### config.mk
export PLATFORM = sky130hd
export DESIGN_NAME = sem_window
export DESIGN_NICKNAME = d
export VERILOG_FILES = /design/src/design/sem_pkg.sv /design/src/design/sem_window.sv
export SDC_FILE = /design/constraint.sdc
export NUM_CORES = 1
export LEC_CHECK = 0
export BUFFER_PORTS_ARGS = -buffer_cell sky130_fd_sc_hd__buf_2
export CAP_MARGIN = 10
export CORE_ASPECT_RATIO = 0.6
export CORE_UTILIZATION = 35
export CTS_CLUSTER_DIAMETER = 60
export DETAILED_ROUTE_END_ITERATION = 10
export GPL_TIMING_DRIVEN = 0
export PLACE_DENSITY = 0.57
export SLEW_MARGIN = 15
export SYNTH_ARGS = -nofsm -noshare
export SYNTH_HDL_FRONTEND = slang
export SYNTH_SLANG_ARGS = --single-unit
### constraint.sdc
create_clock -name clk -period 4.2 [get_ports clk]
set_input_delay 0.84 -clock clk [delete_from_list [all_inputs] [get_ports clk]]
set_output_delay 0.84 -clock clk [all_outputs]
set_load 0.05 [all_outputs]
### src/design/sem_pkg.sv
// ----------------------------------------------------------------------------
// sem_pkg
// Shared types, constants and helpers of the Sobel edge magnitude block.
// ----------------------------------------------------------------------------
package sem_pkg;

  localparam int MAX_WIDTH  = 1024;
  localparam int MAX_HEIGHT = 4096;

  localparam int PIX_W  = 8;
  localparam int COL_W  = 10;
  localparam int ROW_W  = 12;
  localparam int CFG_W  = 13;
  localparam int WCFG_W = 11;
  localparam int HCFG_W = 13;
  // signed range of one gradient: -1020..1020
  localparam int GRAD_W = 11;

  // line store entry: newest row in the upper byte, older row in the lower
  localparam int LINE_W = 2 * PIX_W;

  // result kinds of one input word, in emission order
  localparam int NUM_EMIT    = 4;
  localparam int EMIT_MAIN   = 0;  // (r-1, c-1)
  localparam int EMIT_RIGHT  = 1;  // right border (r-1, W-1)
  localparam int EMIT_BOTTOM = 2;  // bottom border (H-1, c-1)
  localparam int EMIT_CORNER = 3;  // bottom right corner (H-1, W-1)

  typedef enum logic {
    REG_WIDTH  = 1'b0,
    REG_HEIGHT = 1'b1
  } cfg_reg_t;

  // per-word tag carried from the counters to the result sequencer
  typedef struct packed {
    logic [NUM_EMIT-1:0] emit;
    logic                interior;
    logic [ROW_W-1:0]    row;
    logic [COL_W-1:0]    col;
  } sem_tag_t;

  // width minus one, with the width clamped to 3..MAX_WIDTH
  function automatic logic [COL_W-1:0] width_last(input logic [WCFG_W-1:0] v);
    logic [COL_W-1:0] res;
    if (v < WCFG_W'(3)) begin
      res = COL_W'(2);
    end else if (v > WCFG_W'(MAX_WIDTH)) begin
      res = COL_W'(MAX_WIDTH - 1);
    end else begin
      res = COL_W'(v - WCFG_W'(1));
    end
    return res;
  endfunction

  // height minus one, with the height clamped to 3..MAX_HEIGHT
  function automatic logic [ROW_W-1:0] height_last(input logic [HCFG_W-1:0] v);
    logic [ROW_W-1:0] res;
    if (v < HCFG_W'(3)) begin
      res = ROW_W'(2);
    end else if (v > HCFG_W'(MAX_HEIGHT)) begin
      res = ROW_W'(MAX_HEIGHT - 1);
    end else begin
      res = ROW_W'(v - HCFG_W'(1));
    end
    return res;
  endfunction

  // |gx| + |gy| saturated to one pixel
  function automatic logic [PIX_W-1:0] mag_sat(input logic signed [GRAD_W-1:0] gx,
                                                input logic signed [GRAD_W-1:0] gy);
    logic [GRAD_W-1:0] ax;
    logic [GRAD_W-1:0] ay;
    logic [GRAD_W:0]   sum;
    logic [PIX_W-1:0]  res;
    ax  = gx[GRAD_W-1] ? GRAD_W'(-gx) : GRAD_W'(gx);
    ay  = gy[GRAD_W-1] ? GRAD_W'(-gy) : GRAD_W'(gy);
    sum = {1'b0, ax} + {1'b0, ay};
    if (sum > (GRAD_W+1)'(255)) begin
      res = '1;
    end else begin
      res = sum[PIX_W-1:0];
    end
    return res;
  endfunction

endpackage

### src/design/sem_window.sv
// ----------------------------------------------------------------------------
// sem_window
// 3x3 pixel window and registered Sobel gradients of the newest window.
// ----------------------------------------------------------------------------
module sem_window import sem_pkg::*; (
  input  logic                     clk,
  input  logic                     rst,
  input  logic                     shift,
  input  logic [PIX_W-1:0]         px,
  input  logic [PIX_W-1:0]         up1,
  input  logic [PIX_W-1:0]         up2,
  output logic signed [GRAD_W-1:0] gx,
  output logic signed [GRAD_W-1:0] gy
);

  logic [PIX_W-1:0] win      [9];
  logic [PIX_W-1:0] win_next [9];
  logic [PIX_W+1:0] sum_l, sum_r, sum_t, sum_b;

  // shift left by one column, new column from the line stores and the input
  always_comb begin
    for (int i = 0; i < 3; i++) begin
      win_next[i*3+0] = win[i*3+1];
      win_next[i*3+1] = win[i*3+2];
    end
    win_next[2] = up2;
    win_next[5] = up1;
    win_next[8] = px;
  end

  // weighted 1,2,1 sums of the outer columns and rows
  always_comb begin
    sum_l = {2'b0, win_next[0]} + {1'b0, win_next[3], 1'b0} + {2'b0, win_next[6]};
    sum_r = {2'b0, win_next[2]} + {1'b0, win_next[5], 1'b0} + {2'b0, win_next[8]};
    sum_t = {2'b0, win_next[0]} + {1'b0, win_next[1], 1'b0} + {2'b0, win_next[2]};
    sum_b = {2'b0, win_next[6]} + {1'b0, win_next[7], 1'b0} + {2'b0, win_next[8]};
  end

  // window state
  always_ff @(posedge clk) begin
    if (rst) begin
      for (int i = 0; i < 9; i++) begin
        win[i] <= '0;
      end
    end else if (shift) begin
      win <= win_next;
    end
  end

  // gradients of the window just formed
  always_ff @(posedge clk) begin
    if (shift) begin
      gx <= $signed({1'b0, sum_r}) - $signed({1'b0, sum_l});
      gy <= $signed({1'b0, sum_b}) - $signed({1'b0, sum_t});
    end
  end

endmodule

* Word level (Yosys, flattened, before mapping)
Index checks and enable logic that the tools add are counted.
** Storage, ports and cells
- Output and inout port bits :: 22
- Flip-flop bits (word level) :: 70
- Word-level logic and storage cells :: 18
** Operators by class
- Add/sub/neg operators :: 10
** Operators with widths (number)
- 10-bit by 8-bit adder with 10-bit output :: 4
- 8-bit by 9-bit adder with 10-bit output :: 4
- 10-bit by 10-bit subtractor with 11-bit output :: 2

* Depth between registers and ports, before layout
- Depth after elaboration :: 3
- Depth in mapped cells :: 15

* Worst setup path after synthesis
Ideal clock, no wire load.
- Kind :: in2reg
- Start point :: input port up2[3]
- End point :: register gy[9] (data pin)
- Cell stages on the path :: 12
- Buffers on the path :: 0
- Setup time :: 263 ps
- Required time :: 3937 ps
- Path slack :: 391 ps
- Data arrival time :: 3547 ps
- Cell sequence :: inv_1 fa_1 fa_1 inv_1 fa_1 inv_1 ha_1 nor2b_4 o2111ai_2 nand3_2 o41ai_2 xnor2_1
** Between the ends
- Longest elaborated chain between the ends :: 2
** Ends and longest elaborated chain
- start: declaration :: RTL line sem_window.sv:11 : input logic [PIX_W-1:0] up2,
- 10-bit by 8-bit adder with 10-bit output :: RTL line sem_window.sv:35 : sum_t = {2'b0, win_next[0]} + {1'b0, win_next[1], 1'b0} + {2'b0, win_next[2]};
- 10-bit by 10-bit subtractor with 11-bit output :: RTL line sem_window.sv:54 : gy <= $signed({1'b0, sum_b}) - $signed({1'b0, sum_t});
- end signal: assignment :: RTL line sem_window.sv:54
- end: declaration :: RTL line sem_window.sv:13 : output logic signed [GRAD_W-1:0] gy
No other way between the ends.
A chain may end at the register's enable or synchronous reset.

* Worst setup path after layout
- Start point :: input port px[0]
- End point :: register gx[9] (data pin)
** Between the ends
- Longest elaborated chain between the ends :: 2
** Ends and longest elaborated chain
- start: declaration :: RTL line sem_window.sv:9 : input logic [PIX_W-1:0] px,
- 10-bit by 8-bit adder with 10-bit output :: RTL line sem_window.sv:34 : sum_r = {2'b0, win_next[2]} + {1'b0, win_next[5], 1'b0} + {2'b0, win_next[8]};
- 10-bit by 10-bit subtractor with 11-bit output :: RTL line sem_window.sv:53 : gx <= $signed({1'b0, sum_r}) - $signed({1'b0, sum_l});
- end signal: assignment :: RTL line sem_window.sv:53
- end: declaration :: RTL line sem_window.sv:12 : output logic signed [GRAD_W-1:0] gx,
No other way between the ends.

==> metrics <==
pin count of the biggest net entering global routing 24; main combinational cell family by area after synthesis adder cells; CTS sink count 70; Ys Warns 0; cts repair resizes 0; placed cell count around 670; area share of fa/ha/maj cells after synthesis 32.2%; antenna cells 0; Tightest Pin Transition 0.675 ns; Final period util 91.8%; Crit Path Class in2reg; layout cells sized above 1 14.7%; LEAKAGE 0.00267 µW; Max Slew Vio Count 0; vias in the first global route between 3000 and 4000; overall routing resource usage 14.8%; Post-Layout Cell Count 687; count leader, synth inv_1; GR Overflow Total 0; postcts setup bufs 0; synth top area cells fa_1, dfxtp_1, edfxtp_1, mux2i_1, inv_1; DR iter-0 viols 111; initial antenna violation count 0; unrepaired setup endpoints after global routing no; Fin. Hold Viols 0; chip width 153 µm; FF+latch count, synth 70; # rows 32; top cell type's share of synthesized area 25.9%; DRC 0; Post-synth EDFFs 22; XOR/XNOR Fraction of Synth Area 2.56%; post-synthesis mux area share 10.0%; PortBufs 47; internal reg-to-reg setup slack 0.59 ns; detailed-route via count 2979; Hold Crit Start win[28]$_SDFFE_PP0P_; TNS Setup 0 ns; CP Capture Type flop; clk slew on worst S/H paths 0.06 ns; most frequent CP cell inv_1; Hold Path Sink win[36]$_SDFFE_PP0P_; r2r startpoint win[10]$_SDFFE_PP0P_; Final min period 3.86 ns; Final ANT Viol Nets 0; Max Cap Viol 0; Reg-to-Reg End gx[8]$_DFFE_PP_; total power 3330 µW; Max clock buf depth 2; Hold Path Class reg2reg; predominant post-synthesis flop cell dfxtp_1; maximum clock frequency 0.259 GHz; post-synthesis cell type count 31; Post-Syn Nets around 570; die area 14200 µm²; hold buffer count at cts 0; Fin Clk Skew 0.00456 ns; crit path DAT 3.93 ns; first-pass GRT wire length 15900 µm; worst rel slew slack 55.0%; Final HPWL DP 7700 µm; complex-gate fraction of the synthesized area 3.81%; vias per cell 4.34; Reg2Reg Depth 12; final net count roughly 630; DRT Pass-1 Iters 4; Post-Synth Simple-Gate Area under 10%; CTS tree built; worst-path fanout max 3; area of the mapped netlist 4790 µm²; Synth area leader fa_1; delay-heaviest family, CP adder cells; Clock Latency Late Sink 0.33 ns; pwr dens between 500 and 600 nW/µm²; worst path buffer plus inverter count 6; status finished, final reports clean; WP data required 4.27 ns; Placer Congestion 0.779; Num CTS Buffers 9; CTS H-tree depth 3; critical-path cell list buf_2, inv_1, fa_1, inv_1, fa_1, inv_1, fa_1, inv_1, ha_1, inv_1, fa_1, nor2b_1, o21a_1, nand3_1, a31oi_1, xor2_1; most frequent cells after synthesis inv_1, fa_1, nor2_1; Critical Path Source Type primary input; Synth Instances around 450; asr flop ratio synth 0%; Initial Util 36.6%; post-synthesis sequential area ratio 33.9%; num ports 49; setup violators final 0; clk root buf clkbuf_16; slowest stage delay, CP 0.53 ns; # fillers 1253; area grow syn2layout 16.8%; Die Span Y 92.6 µm; Syn Area/Cell approximately 11 µm²; Total Routed Length 9260 µm; Worst VDD drop 0.232 mV; DR WL/cell around 13 µm; hold path depth 2; CP max-delay cell fa_1; Core Area 13100 µm²
## layer usage
metal / up-vias / global-route usage (%) / part of all wire (%)
li1: 1488 / - / -
met1: 1435 / 20.2 / 52
met2: 47 / 23.5 / 43
met3: 9 / 4.07 / 4.4
met4: 0 / 3.37 / 0.80
met5: - / 0 / 0
## stage by stage
stage | setup slack, ns | hold slack [ns] | util, % | instance area (µm²)
floorplan | 0.391 | 0.460 | - | 4790
global placement | 0.0166 | 0.472 | 40.0 | 5240
detailed placement | 0.0340 | 0.486 | 40.0 | 5240
CTS | 0.371 | 0.499 | 42.7 | 5590
global route | 0.145 | 0.520 | 42.7 | 5590
finish | 0.344 | 0.494 | 42.7 | 5590
## layout make-up
type	instances	area, µm²	area share, %
Multi-Input combinational cell	246	2640	47.1
Timing Repair Buffer	47	235	4.21
Tap cell	170	213	3.80
Clock inverter	3	42.5	0.761
Buffer	11	55.1	0.984
Sequential cell	70	1620	29.0
Clock buffer	13	314	5.62
Inverter	127	477	8.52
## kinds of logic after synthesis
| logic type | count (synthesis) |
|---|---|
| simple gates | 74 |
| fa+ha+maj | 86 |
| flops | 70 |
| compound gates | 24 |
| xor+xnor | 14 |
| buf+inv | 138 |
| mux | 48 |
## placed cells by master (no fill, tap or decap), types with 6 or more instances in the layout
cell	synthesis	final
clkbuf_16	0	12
edfxtp_1	22	22
inv_1	127	127
dfxtp_1	48	48
xnor2_1	8	8
xor2_1	6	6
ha_1	24	24
nand2_1	6	6
mux2i_1	48	48
buf_2	2	49
clkbuf_1	6	6
fa_1	62	62
nor2_1	57	57
## sequential cells by signal (all words and copies together), names as in the netlist
name  cells
win      48
gx       11
gy       11
## worst min-delay path, cell delays in order (launching register included)
cell and delay, ns:
dfxtp_1 0.32, mux2i_1 0.07, nor2_1 0.07
## worst max-delay path by stage
stage               startpoint  cells after the start         endpoint
global route             px[0]                     16  gx[9]$_DFFE_PP_
CTS                      px[0]                     16  gx[9]$_DFFE_PP_
global placement        up2[2]                     13  gy[8]$_DFFE_PP_
finish                   px[0]                     16  gx[9]$_DFFE_PP_
floorplan               up2[3]                     12  gy[9]$_DFFE_PP_
detailed placement      up2[2]                     13  gy[8]$_DFFE_PP_
## power by group
group          switching (µW)  leakage (µW)  internal [µW]
combinational             977       0.00189            550
sequential               40.5      0.000609            891
clock                     292      0.000173            583
total                    1310       0.00267           2020
Note: power is estimated with default switching activity, not from simulation.
