**config.mk**
```make
export PLATFORM = sky130hd
export DESIGN_NAME = sem_emit
export DESIGN_NICKNAME = d
export VERILOG_FILES = /design/src/design/sem_pkg.sv /design/src/design/sem_emit.sv
export SDC_FILE = /design/constraint.sdc
export NUM_CORES = 1
export LEC_CHECK = 0
export BUFFER_PORTS_ARGS = -buffer_cell sky130_fd_sc_hd__buf_2
export CAP_MARGIN = 20
export CORE_MARGIN = 4
export CORE_UTILIZATION = 47
export DETAILED_ROUTE_END_ITERATION = 10
export GPL_ROUTABILITY_DRIVEN = 0
export PLACE_DENSITY = 0.82
export SYNTH_ARGS = -nofsm -noshare
export SYNTH_HDL_FRONTEND = slang
export SYNTH_SLANG_ARGS = --single-unit
```
**constraint.sdc**
```tcl
create_clock -name clk -period 8.5 [get_ports clk]
set_input_delay 1.7 -clock clk [delete_from_list [all_inputs] [get_ports clk]]
set_output_delay 1.7 -clock clk [all_outputs]
set_load 0.005 [all_outputs]
```
**src/design/sem_pkg.sv**
```systemverilog
// ----------------------------------------------------------------------------
// sem_pkg
// Shared types, constants and helpers of the Sobel edge magnitude block.
// ----------------------------------------------------------------------------
package sem_pkg;

  localparam int MAX_WIDTH  = 1024;
  localparam int MAX_HEIGHT = 4096;

  localparam int PIX_W  = 8;
  localparam int COL_W  = 10;
  localparam int ROW_W  = 12;
  localparam int CFG_W  = 13;
  localparam int WCFG_W = 11;
  localparam int HCFG_W = 13;
  // signed range of one gradient: -1020..1020
  localparam int GRAD_W = 11;

  // line store entry: newest row in the upper byte, older row in the lower
  localparam int LINE_W = 2 * PIX_W;

  // result kinds of one input word, in emission order
  localparam int NUM_EMIT    = 4;
  localparam int EMIT_MAIN   = 0;  // (r-1, c-1)
  localparam int EMIT_RIGHT  = 1;  // right border (r-1, W-1)
  localparam int EMIT_BOTTOM = 2;  // bottom border (H-1, c-1)
  localparam int EMIT_CORNER = 3;  // bottom right corner (H-1, W-1)

  typedef enum logic {
    REG_WIDTH  = 1'b0,
    REG_HEIGHT = 1'b1
  } cfg_reg_t;

  // per-word tag carried from the counters to the result sequencer
  typedef struct packed {
    logic [NUM_EMIT-1:0] emit;
    logic                interior;
    logic [ROW_W-1:0]    row;
    logic [COL_W-1:0]    col;
  } sem_tag_t;

  // width minus one, with the width clamped to 3..MAX_WIDTH
  function automatic logic [COL_W-1:0] width_last(input logic [WCFG_W-1:0] v);
    logic [COL_W-1:0] res;
    if (v < WCFG_W'(3)) begin
      res = COL_W'(2);
    end else if (v > WCFG_W'(MAX_WIDTH)) begin
      res = COL_W'(MAX_WIDTH - 1);
    end else begin
      res = COL_W'(v - WCFG_W'(1));
    end
    return res;
  endfunction

  // height minus one, with the height clamped to 3..MAX_HEIGHT
  function automatic logic [ROW_W-1:0] height_last(input logic [HCFG_W-1:0] v);
    logic [ROW_W-1:0] res;
    if (v < HCFG_W'(3)) begin
      res = ROW_W'(2);
    end else if (v > HCFG_W'(MAX_HEIGHT)) begin
      res = ROW_W'(MAX_HEIGHT - 1);
    end else begin
      res = ROW_W'(v - HCFG_W'(1));
    end
    return res;
  endfunction

  // |gx| + |gy| saturated to one pixel
  function automatic logic [PIX_W-1:0] mag_sat(input logic signed [GRAD_W-1:0] gx,
                                                input logic signed [GRAD_W-1:0] gy);
    logic [GRAD_W-1:0] ax;
    logic [GRAD_W-1:0] ay;
    logic [GRAD_W:0]   sum;
    logic [PIX_W-1:0]  res;
    ax  = gx[GRAD_W-1] ? GRAD_W'(-gx) : GRAD_W'(gx);
    ay  = gy[GRAD_W-1] ? GRAD_W'(-gy) : GRAD_W'(gy);
    sum = {1'b0, ax} + {1'b0, ay};
    if (sum > (GRAD_W+1)'(255)) begin
      res = '1;
    end else begin
      res = sum[PIX_W-1:0];
    end
    return res;
  endfunction

endpackage

```
**src/design/sem_emit.sv**
```systemverilog
// ----------------------------------------------------------------------------
// sem_emit
// Result sequencer: sends the up to four results of one word through one
// output register, one per cycle while the output is not stalled.
// ----------------------------------------------------------------------------
module sem_emit import sem_pkg::*; (
  input  logic                     clk,
  input  logic                     rst,
  input  logic                     load,
  input  sem_tag_t                 tag,
  input  logic signed [GRAD_W-1:0] gx,
  input  logic signed [GRAD_W-1:0] gy,
  output logic                     take,
  output logic                     out_valid,
  input  logic                     out_ready,
  output logic [ROW_W-1:0]         out_row,
  output logic [COL_W-1:0]         out_col,
  output logic [PIX_W-1:0]         magnitude,
  output logic                     last_of_run
);

  logic [NUM_EMIT-1:0] pend;
  logic [NUM_EMIT-1:0] pend_next;
  logic                interior;
  logic [ROW_W-1:0]    row;
  logic [COL_W-1:0]    col;
  logic                out_free;
  logic                fire;
  logic [ROW_W-1:0]    res_row;
  logic [COL_W-1:0]    res_col;
  logic [PIX_W-1:0]    res_mag;

  assign out_free = !out_valid || out_ready;
  assign fire     = (pend != '0) && out_free;

  // first pending result kind and what stays after it
  always_comb begin
    pend_next = pend;
    res_row   = row;
    res_col   = col;
    res_mag   = '0;
    priority if (pend[EMIT_MAIN]) begin
      pend_next[EMIT_MAIN] = 1'b0;
      res_row = row - ROW_W'(1);
      res_col = col - COL_W'(1);
      res_mag = interior ? mag_sat(gx, gy) : '0;
    end else if (pend[EMIT_RIGHT]) begin
      pend_next[EMIT_RIGHT] = 1'b0;
      res_row = row - ROW_W'(1);
    end else if (pend[EMIT_BOTTOM]) begin
      pend_next[EMIT_BOTTOM] = 1'b0;
      res_col = col - COL_W'(1);
    end else if (pend[EMIT_CORNER]) begin
      pend_next[EMIT_CORNER] = 1'b0;
    end else begin
      pend_next = '0;
    end
  end

  // free for the next word once the last result of this one goes out
  assign take = (pend == '0) || (fire && (pend_next == '0));

  // pending kinds of the word in work
  always_ff @(posedge clk) begin
    if (rst) begin
      pend <= '0;
    end else if (load) begin
      pend <= tag.emit;
    end else if (fire) begin
      pend <= pend_next;
    end
  end

  always_ff @(posedge clk) begin
    if (load) begin
      interior <= tag.interior;
      row      <= tag.row;
      col      <= tag.col;
    end
  end

  // output register
  always_ff @(posedge clk) begin
    if (rst) begin
      out_valid <= 1'b0;
    end else if (fire) begin
      out_valid <= 1'b1;
    end else if (out_ready) begin
      out_valid <= 1'b0;
    end
  end

  always_ff @(posedge clk) begin
    if (fire) begin
      out_row     <= res_row;
      out_col     <= res_col;
      magnitude   <= res_mag;
      last_of_run <= (pend_next == '0);
    end
  end

endmodule

```
# [Yosys cells after proc, flatten, opt, wreduce, memory -nomap -nowiden]
# Cells that the tools add are included.
[totals] reg_bits=59 input_bits=53
[classes] add_sub_neg=5 magnitude_cmp=1 n_mux=15 reduce_logical=11
[ops] op="10-bit two-way mux" n=3
[ops] op="12-bit two-way mux" n=2
[ops] op="11-bit two-way mux" n=2
[ops] op="11-bit negator" n=2
[ops] op="11-bit by 11-bit adder with 12-bit output" n=1
[ops] op="12-bit by 8-bit greater-than comparator with 1-bit output (second input constant)" n=1
[ops] op="12-bit by 1-bit subtractor with 12-bit output (second input constant)" n=1
[ops] op="10-bit by 1-bit subtractor with 10-bit output (second input constant)" n=1
[ops] op="4-bit logical NOT" n=2
[ops] op="4-bit two-way mux" n=2
[ops] op="8-bit two-way mux" n=1
[ops] op="2-bit nonzero test" n=2
[ops] op="4-bit nonzero test" n=1
[ops] op="1-bit two-way mux" n=3
[ops] op="3-bit two-way mux" n=1
[ops] op="1-bit logical AND" n=2
[ops] op="1-bit logical OR" n=2
[ops] op="2-bit two-way mux" n=1
[ops] op="2-bit AND reduction" n=1
[ops] op="1-bit logical NOT" n=1

# [Depth between registers and ports, before layout]
[depth] ltp_word=6 ltp_mapped=12

# [Worst setup path after synthesis]
# No wires, ideal clock.
[synth_path] kind="input to register" from="input gx[5]" to="register magnitude[1], data pin" setup_time_ns=0.269 arrival_ns=4.148 setup_slack_ns=4.083 cell_stages=10 path_cell_list="or4_1 -> or2_2 -> o31ai_1 -> xnor2_1 -> ha_1 -> o21ai_0 -> nor2_1 -> or4_4 -> o2111ai_4 -> o21ai_1"
[synth_between] elab_chain_cells=5
[synth_rtl] element="start: declaration" line_no="sem_emit.sv:11" rtl="input logic signed [GRAD_W-1:0] gx,"
[synth_rtl] element="11-bit negator" line_no="sem_pkg.sv:75" rtl="ax = gx[GRAD_W-1] ? GRAD_W'(-gx) : GRAD_W'(gx);"
[synth_rtl] element="11-bit two-way mux (*)" line_no="sem_pkg.sv:75"
[synth_rtl] element="11-bit by 11-bit adder with 12-bit output (*)" line_no="sem_pkg.sv:77" rtl="sum = {1'b0, ax} + {1'b0, ay};"
[synth_rtl] element="12-bit by 8-bit greater-than comparator with 1-bit output (*)" line_no="sem_pkg.sv:78" rtl="if (sum > (GRAD_W+1)'(255)) begin"
[synth_rtl] element="8-bit two-way mux (*)" line_no="sem_pkg.sv:78"
[synth_rtl] element="end signal: assignment" line_no="sem_emit.sv:97" rtl="magnitude <= res_mag;"
[synth_rtl] element="end: declaration" line_no="sem_emit.sv:18" rtl="output logic [PIX_W-1:0] magnitude,"
# Every way passes the cells marked *; elsewhere a longest branch is shown, timed or not.
# A chain may end at the register's enable or synchronous reset.

# [Worst setup path after layout]
[layout_path] from="input gx[5]" to="register magnitude[2], data pin"
# Same word-level chain as after synthesis.

==> run_results.csv <==
group,metric,value,unit
yosys,synth_edf_count,54,
floorplan,row_count,29,
cts,postCtsHoldBufs,0,
worst_setup_path,arrival,4.56,ns
worst_setup_path,setup.worst_path.end_class,"flip-flop",
yosys,syn_nets,349,
timing,fin_ws,4.00,ns
route,wire_per_inst,13.8,um
yosys,yosysWarningCount,0,
timing,maxSlewViolCount,0,
route,drt_iter0_drc,128,
timing,fin_setup_tns,0,ns
job,cap_violations,0,
grt,grtUsageMet2,0.273,
cts,cts_tree,"built",
yosys,ys_async_sr_fraction,0,
yosys,syn-mean-instance-area,11.5,um^2
power_and_ir_drop,ir_worst_vdd,0.0794,mV
cts,clk_path_buf_depth,2,
yosys,syn_inst,280,
layout,post-route-util,0.605,
worst_setup_path,max_stage_delay,0.52,ns
floorplan,core_area,6490,um^2
floorplan,initial_utilization,0.495,
timing,max_clock_freq,222,MHz
route,num_vias,2426,
cts,root_buffer,"clkbuf_8",
placed_design,placed_cells,439,
timing,tightestPinTransition,0.624,ns
cts,cts_buffers,9,
yosys,yosysTopAreaCell,"edfxtp_1",
layout,fillCellCount,518,
timing,period_share,0.530,
route,drtAntennaViolNets,0,
grt,grt_overflow,0,
yosys,yosysSeqAreaShare,0.535,
cts,clkSinkCount,59,
floorplan,io_pins,86,
floorplan,die_h,90.7,um
worst_setup_path,cp_cell_sequence,"buf_2 > or4_1 > or2_2 > o31ai_1 > xnor2_1 > ha_1 > o21ai_0 > nor2_1 > or4_4 > o2111ai_4 > o21ai_1",
route,firstDrtPassIters,4,
placed_design,pre_cts_slack,3.67,ns
grt,grt_busiest_layer,"met2",
grt,grt_max_degree,32,
yosys,ys_ff_latch,59,
yosys,synth_cell_types,43,
worst_setup_path,path_class,"in2reg",
power_and_ir_drop,finalPower,791,uW
grt,antenna_found_initial,0,
cts,path_clk_slew,0.06,ns
timing,timing.slew.headroom,0.584,
route,wl,6.29,mm
worst_setup_path,cpMaxStageDelayCell,"or4_1",
cts,htreeDepth,3,
grt,met3_usage,0.0433,
timing,rsz0062_at_grt,"false",
power_and_ir_drop,p_per_area,201,nW/um^2
yosys,netlist_area,3220,um^2
placed_design,post-dp-hpwl,5.02,mm
cts,cts_resized,0,
layout,final_nets,442,
layout,fin_area,3930,um^2
route,drcViolationCount,0,
timing,finalHoldViolCount,0,
layout,drive_above_1_share,0.296,
outcome,status,"finished clean",
timing,fin_hold_ws,0.550,ns
power_and_ir_drop,leakage,1.59,nW
worst_setup_path,crit_fanout,8,
grt,met1_usage,0.182,
yosys,yosysTopAreaCellShare,0.504,
cts,post-cts-setup-buffers,0,
grt,grt_pass1_vias,2319,
placed_design,port_buffers,85,
route,vias_per_cell,5.33,
timing,fin_crit,4.50,ns
grt,track_usage,0.157,
yosys,synth-main-ff-cell,"edfxtp_1",
cts,clock_latency,0.33,ns
yosys,yosys-top-cells-count,"edfxtp_1 (54), nor2_1 (29), xnor2_1 (29)",
timing,skew,0.00763,ns
grt,grt_pass1_wl,10.4,mm
floorplan,die_w,90.7,um
floorplan,die-area,8230,um^2
yosys,ys_top_cells_by_area,"edfxtp_1 (50%), xnor2_1 (7.9%), ha_1 (5.8%)",
layout,fin_cells,455,
placed_design,placed_area,3720,um^2
worst_setup_path,start_kind,"input pin",
layout,area_growth,22.3,%
yosys,yosysMostFrequentCell,"edfxtp_1",
worst_setup_path,required,8.55,ns
layout,insertedDiodeCount,0,
min_path,min-delay-path-class,"reg2reg",
timing,finalSetupViolations,0,
power breakdown:
part	switching, mW	leakage (nW)	internal [mW]
logic	0.0887	0.918	0.0743
registers	0.0121	0.568	0.350
clock network	0.102	0.103	0.164
final timing paths:
path         cells after the start                   start  slack, ns                         end
min reg2reg                      2  out_valid$_SDFFE_PP0P_       0.55      out_valid$_SDFFE_PP0P_
min                              2  out_valid$_SDFFE_PP0P_       0.55      out_valid$_SDFFE_PP0P_
max                             11                   gx[5]       4.00  magnitude[2]$_SDFFCE_PN0P_
max reg2reg                      7        row[0]$_DFFE_PP_       6.42        out_row[8]$_DFFE_PP_
cell families (layout without fill, tap and decap cells):
kind of cell    count (synthesis)  in the layout  share of synthesized area
simple gates                   88             88                      0.139
compound gates                 60             60                      0.123
flops                          59             59                      0.535
xor+xnor                       39             39                      0.106
fa+ha+maj                      17             17                     0.0677
buf+inv                        14            112                     0.0191
mux                             3              3                    0.00973
worst max-delay path, delay by kind of cell:
kind	cells	cell delay (ns)
compound gates	4	0.85
xor+xnor	1	0.13
fa+ha+maj	1	0.38
buf+inv	1	0.12
simple gates	4	1.39
cells in the final DEF (no fill, tap or decap), drive strengths merged, types with 4 or more instances in the layout:
| master | count |
|---|---|
| a21oi | 11 |
| buf | 86 |
| clkbuf | 11 |
| dfxtp | 5 |
| edfxtp | 54 |
| ha | 15 |
| inv | 10 |
| nand2 | 14 |
| nand2b | 10 |
| nand3 | 4 |
| nor2 | 29 |
| nor3 | 5 |
| nor4 | 7 |
| o21ai | 27 |
| o31ai | 4 |
| or3 | 6 |
| xnor2 | 29 |
| xor2 | 10 |
final cells by class:
class                      instances  area, um^2  share of cell area
timing repair buffer              86         433               0.110
clock buffer                      11         131              0.0334
tap                               77        96.3              0.0245
multi-input combinational        207        1440               0.365
inverter                          10        37.5             0.00955
clock inverter                     5        77.6              0.0197
sequential                        59        1720               0.438
sequential cells by signal, indices dropped and copies added (netlist names):
| signal | count |
|---|---|
| col | 10 |
| interior | 1 |
| last_of_run | 1 |
| magnitude | 8 |
| out_col | 10 |
| out_row | 12 |
| out_valid | 1 |
| pend | 4 |
| row | 12 |
metal layers:
| layer | share of wire | vias up |
|---|---|---|
| met2 | 0.50 | 78 |
| met4 | 0.012 | 0 |
| met1 | 0.42 | 1120 |
| met5 | 0 | - |
| li1 | - | 1218 |
| met3 | 0.061 | 10 |
(Power assumes the default switching activity.)
